### src/design/ewpt_pkg.sv
package ewpt_pkg;

	localparam int SAMPLE_W = 16;
	localparam int VEL_W = 16;
	localparam int COUNT_W = 21;
	localparam int VNUM_W = 32;
	localparam int VMAG_W = VNUM_W - 1;

	localparam logic [COUNT_W-1:0] COUNT_MAX = {COUNT_W{1'b1}};
	localparam logic [COUNT_W-1:0] OPT_MAX_RESET = 21'h100000;

	localparam int CFG_IDX_W = 1;
	localparam int CFG_DATA_W = COUNT_W;
	localparam logic [CFG_IDX_W-1:0] CFG_ALT_MODE = 1'd0;
	localparam logic [CFG_IDX_W-1:0] CFG_OPT_MAX = 1'd1;

endpackage

### src/design/ewpt_in_if.sv
interface ewpt_in_if import ewpt_pkg::*; ();
	logic valid;
	logic ready;
	logic [SAMPLE_W-1:0] timer_count;

	modport source (output valid, output timer_count, input ready);
	modport sink (input valid, input timer_count, output ready);
endinterface

### src/design/ewpt_out_if.sv
interface ewpt_out_if import ewpt_pkg::*; ();
	logic valid;
	logic ready;
	logic signed [VEL_W-1:0] velocity;
	logic [COUNT_W-1:0] abs_count;
	logic below_zero;

	modport source (output valid, output velocity, output abs_count, output below_zero,
		input ready);
	modport sink (input valid, input velocity, input abs_count, input below_zero,
		output ready);
endinterface

### src/design/ewpt_vel_div.sv
module ewpt_vel_div import ewpt_pkg::*; #(
	parameter int CALC_PERIOD = 10
) (
	input  logic neg,
	input  logic [VMAG_W-1:0] mag,
	output logic signed [VEL_W-1:0] velocity
);

	// Magnitudes past CLAMP saturate anyway, so the quotient only has to be exact
	// below 2^DIV_N, which lets one reciprocal multiply replace the divider.
	localparam int DIV_N = 25;
	localparam int DIV_L = $clog2(CALC_PERIOD);
	localparam int DIV_S = DIV_N + DIV_L;
	localparam longint CLAMP_L = 64'd32768 * CALC_PERIOD;
	localparam longint RECIP_L = ((64'd1 << DIV_S) + CALC_PERIOD - 1) / CALC_PERIOD;
	localparam int RECIP_W = DIV_N + 2;
	localparam int PROD_W = DIV_N + RECIP_W;
	localparam int Q_W = VEL_W + 1;

	localparam logic [DIV_N-1:0] CLAMP = DIV_N'(CLAMP_L);
	localparam logic [RECIP_W-1:0] RECIP = RECIP_W'(RECIP_L);
	localparam logic [Q_W-1:0] POS_LIMIT = Q_W'(32767);
	localparam logic [Q_W-1:0] NEG_LIMIT = Q_W'(32768);

	logic [DIV_N-1:0] mag_c;
	logic [PROD_W-1:0] prod;
	logic [Q_W-1:0] quot;
	logic [Q_W-1:0] neg_quot;

	always_comb begin
		if (mag > VMAG_W'(CLAMP)) begin
			mag_c = CLAMP;
		end else begin
			mag_c = mag[DIV_N-1:0];
		end
		prod = PROD_W'(mag_c) * PROD_W'(RECIP);
		quot = prod[DIV_S +: Q_W];
		neg_quot = Q_W'(0) - quot;
		if (neg) begin
			if (quot >= NEG_LIMIT) begin
				velocity = {1'b1, {(VEL_W-1){1'b0}}};
			end else begin
				velocity = neg_quot[VEL_W-1:0];
			end
		end else begin
			if (quot > POS_LIMIT) begin
				velocity = {1'b0, {(VEL_W-1){1'b1}}};
			end else begin
				velocity = quot[VEL_W-1:0];
			end
		end
	end

endmodule

### src/design/encoder_wrap_position_tracker.sv
// Encoder wrap and position tracker.
// The accepting edge loads the tracking state and the velocity numerator register;
// the result register loads as that stage advances, which output back-pressure can hold.
// Throughput: one item per cycle unless the output stalls; wrap/sample state updates on accept.
// Reset clears the sample, wrap counter, below-zero flag and pipeline valids, and
// loads the configuration defaults (plain count mode, optical maximum 1048576).
module encoder_wrap_position_tracker import ewpt_pkg::*; #(
	parameter int TIMER_PERIOD = 65536,
	parameter int HALF_PERIOD = 32768,
	parameter int WRAP_MAX = 16,
	parameter int CALC_PERIOD = 10
) (
	input  logic clk,
	input  logic arst_n,
	input  logic cfg_we,
	input  logic [CFG_IDX_W-1:0] cfg_index,
	input  logic [CFG_DATA_W-1:0] cfg_data,
	ewpt_in_if.sink in_ch,
	ewpt_out_if.source out_ch
);

	localparam int WRAP_W = (WRAP_MAX > 2) ? $clog2(WRAP_MAX) : 1;
	localparam int DIFF_W = SAMPLE_W + 1;
	localparam int CPROD_W = WRAP_W + VNUM_W;
	localparam int ALT_W = VNUM_W + 2;
	localparam logic [WRAP_W-1:0] WRAP_TOP = WRAP_W'(WRAP_MAX - 1);
	localparam logic [VNUM_W-1:0] PERIOD_V = VNUM_W'(TIMER_PERIOD);
	localparam logic [VNUM_W-1:0] HALF_V = VNUM_W'(HALF_PERIOD);

	// Configuration
	logic alt_mode_q;
	logic [COUNT_W-1:0] opt_max_q;

	// Tracking state
	logic [SAMPLE_W-1:0] last_q;
	logic [WRAP_W-1:0] wrap_q;
	logic flag_q;

	// First stage
	logic valid_s1;
	logic vneg_s1;
	logic [VMAG_W-1:0] vmag_s1;
	logic [SAMPLE_W-1:0] samp_s1;
	logic [WRAP_W-1:0] wrap_s1;
	logic flag_s1;

	// Result register
	logic out_valid_q;
	logic signed [VEL_W-1:0] vel_q;
	logic [COUNT_W-1:0] count_q;
	logic below_q;

	logic in_acc;
	logic s1_adv;
	logic signed [DIFF_W-1:0] diff;
	logic [DIFF_W-1:0] mag;
	logic moved;
	logic wrap_hit;
	logic signed [VNUM_W-1:0] span;
	logic signed [VNUM_W-1:0] vnum;
	logic signed [VNUM_W-1:0] vnum_abs;
	logic [SAMPLE_W-1:0] last_d;
	logic [WRAP_W-1:0] wrap_d;
	logic flag_d;

	logic signed [VEL_W-1:0] vel_d;
	logic [CPROD_W-1:0] cnt_norm;
	logic signed [ALT_W-1:0] cnt_alt;
	logic [COUNT_W-1:0] count_d;

	assign in_acc = in_ch.valid && in_ch.ready;
	assign s1_adv = valid_s1 && (!out_valid_q || out_ch.ready);
	assign in_ch.ready = !valid_s1 || s1_adv;

	always_comb begin
		diff = $signed({1'b0, in_ch.timer_count}) - $signed({1'b0, last_q});
		mag = diff[DIFF_W-1] ? DIFF_W'(-diff) : diff;
		moved = (diff != '0);
		wrap_hit = moved && ({{(VNUM_W-DIFF_W){1'b0}}, mag} > HALF_V);
		span = $signed(PERIOD_V) - $signed({{(VNUM_W-DIFF_W){1'b0}}, mag});
		vnum = VNUM_W'(diff);
		last_d = moved ? in_ch.timer_count : last_q;
		wrap_d = wrap_q;
		flag_d = flag_q;
		if (wrap_hit) begin
			if (!diff[DIFF_W-1]) begin
				// Timer jumped forward over half a period: it wrapped backward.
				vnum = -span;
				if (wrap_q != '0) begin
					wrap_d = wrap_q - WRAP_W'(1);
				end else begin
					wrap_d = WRAP_TOP;
					flag_d = 1'b1;
				end
			end else begin
				vnum = span;
				if (wrap_q == WRAP_TOP) begin
					wrap_d = '0;
					flag_d = 1'b0;
				end else begin
					wrap_d = wrap_q + WRAP_W'(1);
				end
			end
		end
		vnum_abs = vnum[VNUM_W-1] ? -vnum : vnum;
	end

	always_ff @(posedge clk or negedge arst_n) begin
		if (!arst_n) begin
			alt_mode_q <= 1'b0;
			opt_max_q <= OPT_MAX_RESET;
		end else if (cfg_we) begin
			case (cfg_index)
				CFG_ALT_MODE: alt_mode_q <= cfg_data[0];
				CFG_OPT_MAX: opt_max_q <= cfg_data[COUNT_W-1:0];
				default: ;
			endcase
		end
	end

	always_ff @(posedge clk or negedge arst_n) begin
		if (!arst_n) begin
			last_q <= '0;
			wrap_q <= '0;
			flag_q <= 1'b0;
			valid_s1 <= 1'b0;
			out_valid_q <= 1'b0;
		end else begin
			if (in_acc) begin
				last_q <= last_d;
				wrap_q <= wrap_d;
				flag_q <= flag_d;
				valid_s1 <= 1'b1;
			end else if (s1_adv) begin
				valid_s1 <= 1'b0;
			end
			if (s1_adv) begin
				out_valid_q <= 1'b1;
			end else if (out_ch.ready) begin
				out_valid_q <= 1'b0;
			end
		end
	end

	// Each stage captures the state as it stands after its own item.
	always_ff @(posedge clk) begin
		if (in_acc) begin
			vneg_s1 <= vnum[VNUM_W-1];
			vmag_s1 <= vnum_abs[VMAG_W-1:0];
			samp_s1 <= last_d;
			wrap_s1 <= wrap_d;
			flag_s1 <= flag_d;
		end
		if (s1_adv) begin
			vel_q <= vel_d;
			count_q <= count_d;
			below_q <= flag_s1;
		end
	end

	ewpt_vel_div #(
		.CALC_PERIOD(CALC_PERIOD)
	) u_vel_div (
		.neg(vneg_s1),
		.mag(vmag_s1),
		.velocity(vel_d)
	);

	always_comb begin
		cnt_norm = CPROD_W'(wrap_s1) * CPROD_W'(PERIOD_V) + CPROD_W'(samp_s1);
		cnt_alt = $signed(ALT_W'(opt_max_q)) - $signed(ALT_W'(PERIOD_V))
			+ $signed(ALT_W'(samp_s1));
		if (alt_mode_q && flag_s1) begin
			if (cnt_alt[ALT_W-1]) begin
				count_d = '0;
			end else if (cnt_alt > $signed(ALT_W'(COUNT_MAX))) begin
				count_d = COUNT_MAX;
			end else begin
				count_d = cnt_alt[COUNT_W-1:0];
			end
		end else begin
			if (cnt_norm > CPROD_W'(COUNT_MAX)) begin
				count_d = COUNT_MAX;
			end else begin
				count_d = cnt_norm[COUNT_W-1:0];
			end
		end
	end

	assign out_ch.valid = out_valid_q;
	assign out_ch.velocity = vel_q;
	assign out_ch.abs_count = count_q;
	assign out_ch.below_zero = below_q;

endmodule
### src/flat_wrapper.sv
// flat-port wrapper written by rule: the top's interface ports become plain ports
module encoder_wrap_position_tracker_flat import ewpt_pkg::*;
#(
	parameter int TIMER_PERIOD = 65536,
	parameter int HALF_PERIOD = 32768,
	parameter int WRAP_MAX = 16,
	parameter int CALC_PERIOD = 10
)
  (clk, arst_n, cfg_we, cfg_index, cfg_data, in_ch_valid, in_ch_timer_count, in_ch_ready, out_ch_valid, out_ch_velocity, out_ch_abs_count, out_ch_below_zero, out_ch_ready);
  ewpt_in_if in_ch_i ();
  ewpt_out_if out_ch_i ();
  input  logic clk;
  input  logic arst_n;
  input  logic cfg_we;
  input  logic [CFG_IDX_W-1:0] cfg_index;
  input  logic [CFG_DATA_W-1:0] cfg_data;
  input wire logic [$bits(in_ch_i.valid)-1:0] in_ch_valid;
  input wire logic [$bits(in_ch_i.timer_count)-1:0] in_ch_timer_count;
  output wire logic [$bits(in_ch_i.ready)-1:0] in_ch_ready;
  output wire logic [$bits(out_ch_i.valid)-1:0] out_ch_valid;
  output wire logic [$bits(out_ch_i.velocity)-1:0] out_ch_velocity;
  output wire logic [$bits(out_ch_i.abs_count)-1:0] out_ch_abs_count;
  output wire logic [$bits(out_ch_i.below_zero)-1:0] out_ch_below_zero;
  input wire logic [$bits(out_ch_i.ready)-1:0] out_ch_ready;
  assign in_ch_i.valid = in_ch_valid;
  assign in_ch_i.timer_count = in_ch_timer_count;
  assign in_ch_ready = in_ch_i.ready;
  assign out_ch_valid = out_ch_i.valid;
  assign out_ch_velocity = out_ch_i.velocity;
  assign out_ch_abs_count = out_ch_i.abs_count;
  assign out_ch_below_zero = out_ch_i.below_zero;
  assign out_ch_i.ready = out_ch_ready;
  encoder_wrap_position_tracker #(.TIMER_PERIOD(TIMER_PERIOD), .HALF_PERIOD(HALF_PERIOD), .WRAP_MAX(WRAP_MAX), .CALC_PERIOD(CALC_PERIOD)) u_core (.clk(clk), .arst_n(arst_n), .cfg_we(cfg_we), .cfg_index(cfg_index), .cfg_data(cfg_data), .in_ch(in_ch_i), .out_ch(out_ch_i));
endmodule
### config.mk
export PLATFORM = sky130hd
export DESIGN_NAME = encoder_wrap_position_tracker_flat
export DESIGN_NICKNAME = d
export VERILOG_FILES = /design/src/design/ewpt_pkg.sv /design/src/design/ewpt_in_if.sv /design/src/design/ewpt_out_if.sv /design/src/design/ewpt_vel_div.sv /design/src/design/encoder_wrap_position_tracker.sv /design/src/flat_wrapper.sv
export SDC_FILE = /design/constraint.sdc
export NUM_CORES = 1
export LEC_CHECK = 0
export BUFFER_PORTS_ARGS = -buffer_cell sky130_fd_sc_hd__buf_2
export CAP_MARGIN = 20
export CORE_MARGIN = 1.5
export CORE_UTILIZATION = 50
export CTS_BUF_LIST = sky130_fd_sc_hd__clkbuf_4
export DETAILED_ROUTE_END_ITERATION = 16
export PLACE_DENSITY = 0.63
export SLEW_MARGIN = 20
export SYNTH_ARGS = -nofsm -noshare
export SYNTH_HDL_FRONTEND = slang
export SYNTH_SLANG_ARGS = --single-unit
### constraint.sdc
create_clock -name clk -period 13 [get_ports clk]
set_input_delay 0.65 -clock clk [delete_from_list [all_inputs] [get_ports clk]]
set_output_delay 0.65 -clock clk [all_outputs]
set_load 0.01 [all_outputs]
Yosys cells after proc, flatten, opt, wreduce, memory -nomap -nowiden:

Index checks and enable logic that the tools add are counted.

* add/subtract/negate cells: 11
* multipliers: 1
* order comparisons: 6
* equal/unequal tests: 1
* multiplexer cells: 25
* bitwise operators: 1
* reductions and logical operators: 14

Operator list (count)
* $mux W21: 4
* $mux W16: 4
* $mux W32: 2
* $mul A25 B24 Y44 const B: 1
* $gt A36 B21 Y1 const B: 1
* $add A34 B17 Y34: 1
* $gt A34 B22 Y1 const B: 1
* $neg A32 Y32: 1
* $gt A31 B19 Y1 const B: 1
* $mux W31: 1
* $neg A31 Y31: 1
* $mux W25: 1
* $sub A21 B17 Y22 const B: 1
* $add A20 B16 Y21: 1
* $sub A17 B17 Y18 const A: 1
* $ge A17 B16 Y1 const B: 1
* $gt A17 B15 Y1 const B: 1
* $gt A17 B16 Y1 const B: 1
* $mux W17: 1
* $neg A17 Y17: 1
* $reduce_bool A17 Y1: 1
* $sub A16 B16 Y17: 1
* $mux W4: 4
* $sub A1 B16 Y16 const A: 1
* 11 further kinds: 25

* flip-flop bits (word level): 136
* output and inout bits: 40
* logic and storage cells: 74

Logic depth before layout (Yosys ltp):

Gate-level depths: netlist (run 1).

* word-level depth: 9
* depth in mapped cells: 39

Cells and area by module:

Synthesis (run 1) repeated with hierarchy kept, for this count alone.

* cells, all modules: 2211
* area, all modules: 21027.7 µm²

By module, submodules not included
* ewpt_vel_div: times used 1, cells each 1325, area each 11732.5 µm², seq. area each 0.0 µm²
* encoder_wrap_position_tracker: times used 1, cells each 886, area each 9295.2 µm², seq. area each 3860.0 µm²

Worst setup path before layout (run 1):

No wires, ideal clock.

* path type: register to register
* start: register u_core.vmag_s1[1]
* end: register u_core.vel_q[4] (netlist: u_core.out_ch.velocity[4]), data pin
* data arrival time: 8.649 ns
* setup slack: 4.097 ns
* stages on the path, launching flop included: 34
* period minus slack after synthesis: 8.903 ns
* cells stage by stage: edfxtp_1 -> clkbuf_1 -> nor4_1 -> a41oi_1 -> nor2_1 -> clkbuf_1 -> clkbuf_1 -> and2_1 -> ha_1 -> fa_1 -> inv_1 -> fa_1 -> fa_1 -> inv_1 -> fa_1 -> fa_1 -> inv_1 -> fa_1 -> inv_1 -> ha_1 -> a21o_1 -> a21o_1 -> a21oi_1 -> nand2_1 -> a31oi_1 -> o21ai_1 -> a211oi_1 -> o21bai_1 -> a221o_1 -> xnor2_1 -> nor2_1 -> a311oi_1 -> a21oi_1 -> o21a_1

* word-level cells in the longest chain between the ends: 6
* elaborated cells on any way between the ends: 9

RTL lines
* start: declaration: line encoder_wrap_position_tracker.sv:42 `logic [VMAG_W-1:0] vmag_s1;`
* start signal: assignment: line encoder_wrap_position_tracker.sv:149 `vmag_s1 <= vnum_abs[VMAG_W-1:0];`
* $gt A31 B19 Y1: line ewpt_vel_div.sv:31 `if (mag > VMAG_W'(CLAMP)) begin`
* $mux W25 *: line ewpt_vel_div.sv:31
* $mul A25 B24 Y44 *: line ewpt_vel_div.sv:36 `prod = PROD_W'(mag_c) * PROD_W'(RECIP);`
* $sub A1 B16 Y16 (tied with other cells): line ewpt_vel_div.sv:38 `neg_quot = Q_W'(0) - quot;`
* $mux W16 (on tied branches): line ewpt_vel_div.sv:40, ewpt_vel_div.sv:46
* $mux W16 *: line ewpt_vel_div.sv:39 `if (neg) begin`
* named net u_core.u_vel_div.velocity[4]: line ewpt_vel_div.sv:6 `output logic signed [VEL_W-1:0] velocity`
* end signal: assignment: line encoder_wrap_position_tracker.sv:155 `vel_q <= vel_d;`
* end: declaration: line encoder_wrap_position_tracker.sv:49 `logic signed [VEL_W-1:0] vel_q;`

The timed path passes the listed nets; every way through them passes the cells marked *.
A chain may end at the register's enable or synchronous reset.

Final worst setup path (run 1):

* start: register u_core.vmag_s1[26]
* end: register u_core.vel_q[5] (netlist: u_core.out_ch.velocity[5]), data pin

* word-level cells in the longest chain between the ends: 6
* elaborated cells on any way between the ends: 9

RTL lines (line)
* $gt A31 B19 Y1 *: ewpt_vel_div.sv:31
* $mux W25 *: ewpt_vel_div.sv:31
* $mul A25 B24 Y44 *: ewpt_vel_div.sv:36
* $sub A1 B16 Y16 (tied with other cells): ewpt_vel_div.sv:38
* $mux W16 (on tied branches): ewpt_vel_div.sv:40, ewpt_vel_div.sv:46
* $mux W16 *: ewpt_vel_div.sv:39
* named net u_core.u_vel_div.velocity[5]: ewpt_vel_div.sv:6

Marks and branches as above.

==> flow_summary.ini, run 1 <==
[status]
status = finished clean

[drt]
routed_via_density = 5.403
drtAntennaViolNets = 0
drcViolationCount = 0
drt_wl_total_um = 46880
vias = 14567
wl_per_cell_um = 17.39
drt_pass1_iterations = 5
drtIter0Drc = 828

[clock_tree]
htree_levels = 4
clock_latency_ps = 550
cts_tree = done
ctsResizeCount = 0
cts_hold_buf = 0
postCtsSetupRepairBufs = 0
cts_buffer_depth = 2
clkSinkCount = 136
clk_pin_slew_ps = 150
numCtsBuffers = 17
cts-root-buf = clkbuf_4

[run]
maxCapViolCount = 0

[worst_setup_path]
critPathMaxFanout = 24
worst-r2r-setup-slack_ps = 2640
cp_common_cell = fa_1
cp-start-kind = flip-flop
cpMaxStageDelayCell = a211oi_1
r2r.worst_path.cells = 30
end_kind = flip-flop
worst-setup-path-type = reg -> reg
r2r_start = u_core.vmag_s1[26]
r2r_end = u_core.out_ch.velocity[5]
required_ps = 13250
crit_arrival_ps = 10610
cpPeakStageDelay_ps = 700

[yosys]
synth_area_per_cell_um2 = 9.601
synthFlopType = edfxtp_1
ys_types = 93
yosysWarnings = 0
synth_area_um2 = 19820
synthCells = 2064
synth_edf_count = 91
ys_seq_area_share_pct = 19.48
async_flop_share_pct = 33.09
synth_seq_cells = 136

[sta]
fin_tns_setup_ps = 0
rsz0062_at_grt = no
hold_viol_final = 0
fmaxAchievable_mhz = 96.52
relSlewSlack_pct = 32.60
slew_violations = 0
finalWorstSetupSlack_ps = 2640
min_period_ps = 10360
setup_viol_count_final = 0
finalClockSkew_ps = 33.17
finalCritPeriodShare_pct = 79.70
worst_pin_slew_ps = 1011

[final_layout]
nets = 2699
mostFrequentLayoutCell = inv_1
area_delta_synth_final_pct = 6.668
drive_gt1_share_pct = 9.095
nFillCells = 3550
fin_cells = 2696
layout_common_cells = 437 x inv_1, 267 x ha_1, 225 x fa_1, 125 x nand2_1, 91 x edfxtp_1

[floorplan]
core_area_um2 = 38920
start_util_pct = 50.92
num_rows = 72
fp.dieW_um = 202.1
ioPinCount = 83
die_area_um2 = 40840
dieHeight_um = 202.1

[placed_design]
gp_congestion = 0.9754
io_buffers = 82
dp_hpwl_um = 39280
dp_slack_ps = 2555
place_inst = 2663

[global_route]
grt_pass1_vias = 15082
grt_max_degree = 93
grt_usage_pct = 24.04
gr-total-overflow = 0
antenna_found_initial = 5
grt_pass1_wl_um = 78100

[power]
p_int_mw = 1.499
power_frac_comb_pct = 68.3
clockPowerShare_pct = 9.0
irDropWorstVdd_uv = 92.94
p_leak_nw = 10.68
p_sw_mw = 1.451
cellPowerDensity_nw_per_um2 = 139.6
pwr-share-seq_pct = 22.7
switching_share_pct = 49.18

[min_path]
min_path_type = in -> async
[how the worst max path moves through the flow]
stage | from | endpoint | cells past startpoint
5_1_grt | u_core.vmag_s1[25] | u_core.out_ch.velocity[5] | 30
3_5_place_dp | u_core.vmag_s1[26] | u_core.out_ch.velocity[5] | 30
4_1_cts | u_core.vmag_s1[26] | u_core.out_ch.velocity[5] | 30
6_report | u_core.vmag_s1[26] | u_core.out_ch.velocity[5] | 30
3_3_place_gp | u_core.vmag_s1[23] | u_core.out_ch.velocity[5] | 29
2_1_floorplan | u_core.vmag_s1[1] | u_core.out_ch.velocity[4] | 33
[layer usage]
metal / global-route usage [%] / wire [um] / vias to the layer above
met2: 42.67 / 23760 / 236
met5: 0 / 50 / -
met4: 4.531 / 725 / 8
li1: - / - / 7059
met3: 2.902 / 1399 / 50
met1: 31.65 / 20940 / 7214
[synth_stat cells (6+ instances only)]
library cell	number	area, um2
nor2_1	65	244.0
nand3_1	32	160.2
and2_1	28	175.2
nor3b_1	6	45.04
a21oi_1	87	435.4
o22ai_1	13	81.33
nand2b_1	18	112.6
or3_1	7	43.79
xor2_1	37	324.1
clkbuf_1	39	146.4
ha_1	267	3341
a22o_1	20	175.2
dfrtp_1	44	1101
nor4_1	17	106.4
mux2_2	39	439.2
nor3_1	34	170.2
nand4_1	12	75.07
mux2i_1	16	160.2
o21ai_0	81	405.4
inv_1	437	1640
and3_1	18	112.6
a21o_1	37	277.8
nand2_1	125	469.2
fa_1	225	4504
or2_2	8	50.05
edfxtp_1	91	2733
o21bai_1	9	67.56
xnor2_1	81	709.4
buf_2	6	30.03
nand3b_1	7	52.55
o211ai_1	8	60.06
a211oi_1	10	75.07
a31oi_1	12	75.07
nor2b_1	16	100.1
[sequential cells by signal, indices dropped and copies added (netlist names)]
register / cells
u_core.flag_q: 1
u_core.wrap_q: 4
u_core.out_ch.abs_count: 21
u_core.flag_s1: 1
u_core.out_ch.valid: 1
u_core.valid_s1: 1
u_core.last_q: 16
u_core.wrap_s1: 4
u_core.alt_mode_q: 1
u_core.vneg_s1: 1
u_core.vmag_s1: 31
u_core.out_ch.below_zero: 1
u_core.samp_s1: 16
u_core.opt_max_q: 21
u_core.out_ch.velocity: 16
[critical path: cells and delay by family, from the launching register on]
family | cells | cell delay (ps)
adders and majority gates | 8 | 3860
AOI/OAI and AO/OA | 11 | 3120
and+or+nand+nor | 6 | 2110
DFF | 1 | 400
xor gates and xnor gates | 1 | 350
buffers and inverters | 4 | 220
[cells by family after synthesis]
group	Yosys count	synth area share (%)
AO/OA/AOI/OAI	351	12.08
XOR/XNOR	121	5.525
adder cells (fa/ha/maj)	492	39.59
buffers and inverters	491	9.471
flip-flops	136	19.48
multiplexers	55	3.024
other	2	0.03790
AND/OR/NAND/NOR	416	10.79
[layout make-up]
cell class | instances | area [um2] | share of cell area, %
clock inverters | 15 | 130.1 | 0.6156
flip-flops and latches | 136 | 3860 | 18.26
clock buffers | 17 | 127.6 | 0.6038
multi-input cells | 1481 | 14250 | 67.42
inverters | 437 | 1640 | 7.760
well taps | 518 | 648.1 | 3.066
diodes | 1 | 2.502 | 0.01184
repair buffers | 91 | 478.0 | 2.261
[through the flow]
step                      hold slack (ps)  utilization [%]  total power [mW]  cell area, um2
after floorplan                     354.4                -             2.226           19980
after global placement              455.1            53.64             2.630           20880
after detailed placement            474.2            53.64             2.661           20880
after CTS                           158.2            54.30             2.942           21130
after global routing                178.7            54.31             3.255           21140
final                               164.9            54.31             2.950           21140
[power groups by stage]
stage	clock network, mW	logic [mW]	registers, mW
CTS	0.273	2.00	0.669
global placement	0	1.95	0.675
finish	0.266	2.02	0.669
detailed placement	0	1.98	0.679
floorplan	0	1.56	0.667
global route	0.288	2.28	0.684
Power figures use the tool's default switching activity.
==> run 2: changes to the inputs <==
--- a/config.mk
+++ b/config.mk
@@ -11,7 +11,7 @@
 export CORE_UTILIZATION = 50
 export CTS_BUF_LIST = sky130_fd_sc_hd__clkbuf_4
 export DETAILED_ROUTE_END_ITERATION = 16
-export PLACE_DENSITY = 0.63
+export PLACE_DENSITY = 0.65
 export SLEW_MARGIN = 20
 export SYNTH_ARGS = -nofsm -noshare
 export SYNTH_HDL_FRONTEND = slang
==> constraint.sdc (replaced) <==
create_clock -name clk -period 8.3 [get_ports clk]
set_input_delay 0.415 -clock clk [delete_from_list [all_inputs] [get_ports clk]]
set_output_delay 0.415 -clock clk [all_outputs]
set_load 0.01 [all_outputs]
==> flow_summary.ini, run 2 (synthesized netlist as in run 1, its figures left out) <==
[placed_design]
dp_slack_ps = -662.4
dp_hpwl_um = 40230
place_inst = 2831
gp_congestion = 0.9628
io_buffers = 82

[global_route]
gr-total-overflow = 0
antenna_found_initial = 4
grt_pass1_vias = 16181
grt_usage_pct = 24.68
grt_max_degree = 93
grt_pass1_wl_um = 81160

[sta]
fin_tns_setup_ps = -264.5
hold_viol_final = 0
setup_viol_count_final = 7
finalWorstSetupSlack_ps = -55.44
finalClockSkew_ps = 28.55
slew_violations = 0
finalCritPeriodShare_pct = 100.7
min_period_ps = 8355
fmaxAchievable_mhz = 119.7
relSlewSlack_pct = 27.16
rsz0062_at_grt = yes
worst_pin_slew_ps = 1093

[worst_setup_path]
r2r_start = u_core.vmag_s1[26]
crit_arrival_ps = 8770
path_delay_family = adder cells
critPathMaxFanout = 6
worst-path-stages = 34
cp-start-kind = flip-flop
cpMaxStageDelayCell = fa_1
end_kind = flip-flop
worst-r2r-setup-slack_ps = -60
critical_path.startpoint = u_core.vmag_s1[26]
cpPeakStageDelay_ps = 570
worst-setup-path-type = reg -> reg
cp_common_cell = fa_2
required_ps = 8710
worst-path-buf-inv = 10
r2r.worst_path.cells = 34

[min_path]
worstHoldPathCells = 2
min_path_type = in -> reg
worstHoldStart = in_ch_valid

[floorplan]
num_rows = 72
die_area_um2 = 40840
ioPinCount = 83
core_area_um2 = 38920
start_util_pct = 50.92
fp.dieW_um = 202.1
dieHeight_um = 202.1

[status]
status = finished, violations left
violations = negative setup slack

[final_layout]
regMostFlops = u_core.vmag_s1
drive_gt1_share_pct = 24.27
final_core_util_pct = 61.50
fin_cells = 2918
area_delta_synth_final_pct = 20.79
nets = 2920
mostFrequentLayoutCell = inv_1
layout_common_cells = 407 x inv_1, 231 x ha_1, 212 x buf_4, 209 x fa_1, 122 x nand2_1
largest_register_ffs = 31

[drt]
vias = 15439
routed_via_density = 5.291
drt_pass1_iterations = 5
drt_wl_total_um = 49070
drcViolationCount = 0
drtIter0Drc = 945
drtAntennaViolNets = 0
wl_per_cell_um = 16.82

[run]
maxCapViolCount = 0

[clock_tree]
clock_latency_ps = 580
numCtsBuffers = 17
htree_levels = 4
clk_pin_slew_ps = 140
clkSinkCount = 136
cts-root-buf = clkbuf_4
cts_tree = done
cts_buffer_depth = 2

[power]
irDropWorstVdd_uv = 298.8
cellPowerDensity_nw_per_um2 = 253.6
p_leak_nw = 11.88
-- run 2: cell types whose count changed in the layout (fill, tap and decap cells not counted), moves of 15 or more --
| cell | previous run | this run |
|---|---|---|
| buf_4 | 9 | 212 |
| ha_1 | 267 | 231 |
| ha_4 | 0 | 32 |
| inv_1 | 437 | 407 |
| inv_2 | 1 | 28 |
| buf_6 | 0 | 17 |
| fa_1 | 225 | 209 |
| fa_2 | 0 | 16 |
| a21oi_1 | 87 | 72 |
-- run 2: layer usage --
metal  GRT usage, %  routed length (um)  vias to the layer above
met1          32.26               21740                     7624
met5              0                  36                        -
met4          5.384                1085                        6
li1               -                   -                     7477
met3          2.612                1460                       62
met2          44.04               24740                      270
-- run 2: repair_timing --
action	CTS	global route
setup buffers	23	30
resized for setup	103	106
endpoints found under the hold margin	44	0
hold buffers	1	0
pin swaps	77	117
setup endpoints to repair	16	16
cloned	2	0
-- run 2: final timing paths --
path                                                  end
worst max-delay path            u_core.out_ch.velocity[3]
worst min-delay path                      u_core.valid_s1
worst max register to register  u_core.out_ch.velocity[3]
worst min register to register        u_core.out_ch.valid
max in group asynchronous            u_core.opt_max_q[16]
min in group asynchronous             u_core.opt_max_q[3]
-- run 2: area by class of cell --
cell class / instances / area, um2
fillers: 3249 / 14980
repair buffers: 312 / 2203
clock inverters: 15 / 181.4
flip-flops and latches: 136 / 3860
clock buffers: 17 / 127.6
multi-input cells: 1481 / 15260
inverters: 437 / 1647
diodes: 2 / 5.005
well taps: 518 / 648.1
-- run 2: stage by stage --
stage          area (um2)  hold slack [ps]  total power [mW]
5_1_grt             23940            14.62             6.576
2_1_floorplan       20100            119.4             3.546
3_5_place_dp        22230            469.7             4.771
6_report            23940            37.20             6.071
4_1_cts             23300            12.41             5.536
3_3_place_gp        22230            454.8             4.692
-- run 2: power breakdown --
group / switching, mW / internal, mW / leakage [nW] / total, mW
Sequential: 0.0976 / 0.949 / 1.42 / 1.05
Clock: 0.295 / 0.191 / 0.165 / 0.486
Combinational: 2.38 / 2.15 / 10.3 / 4.54
Total: 2.78 / 3.29 / 11.9 / 6.07
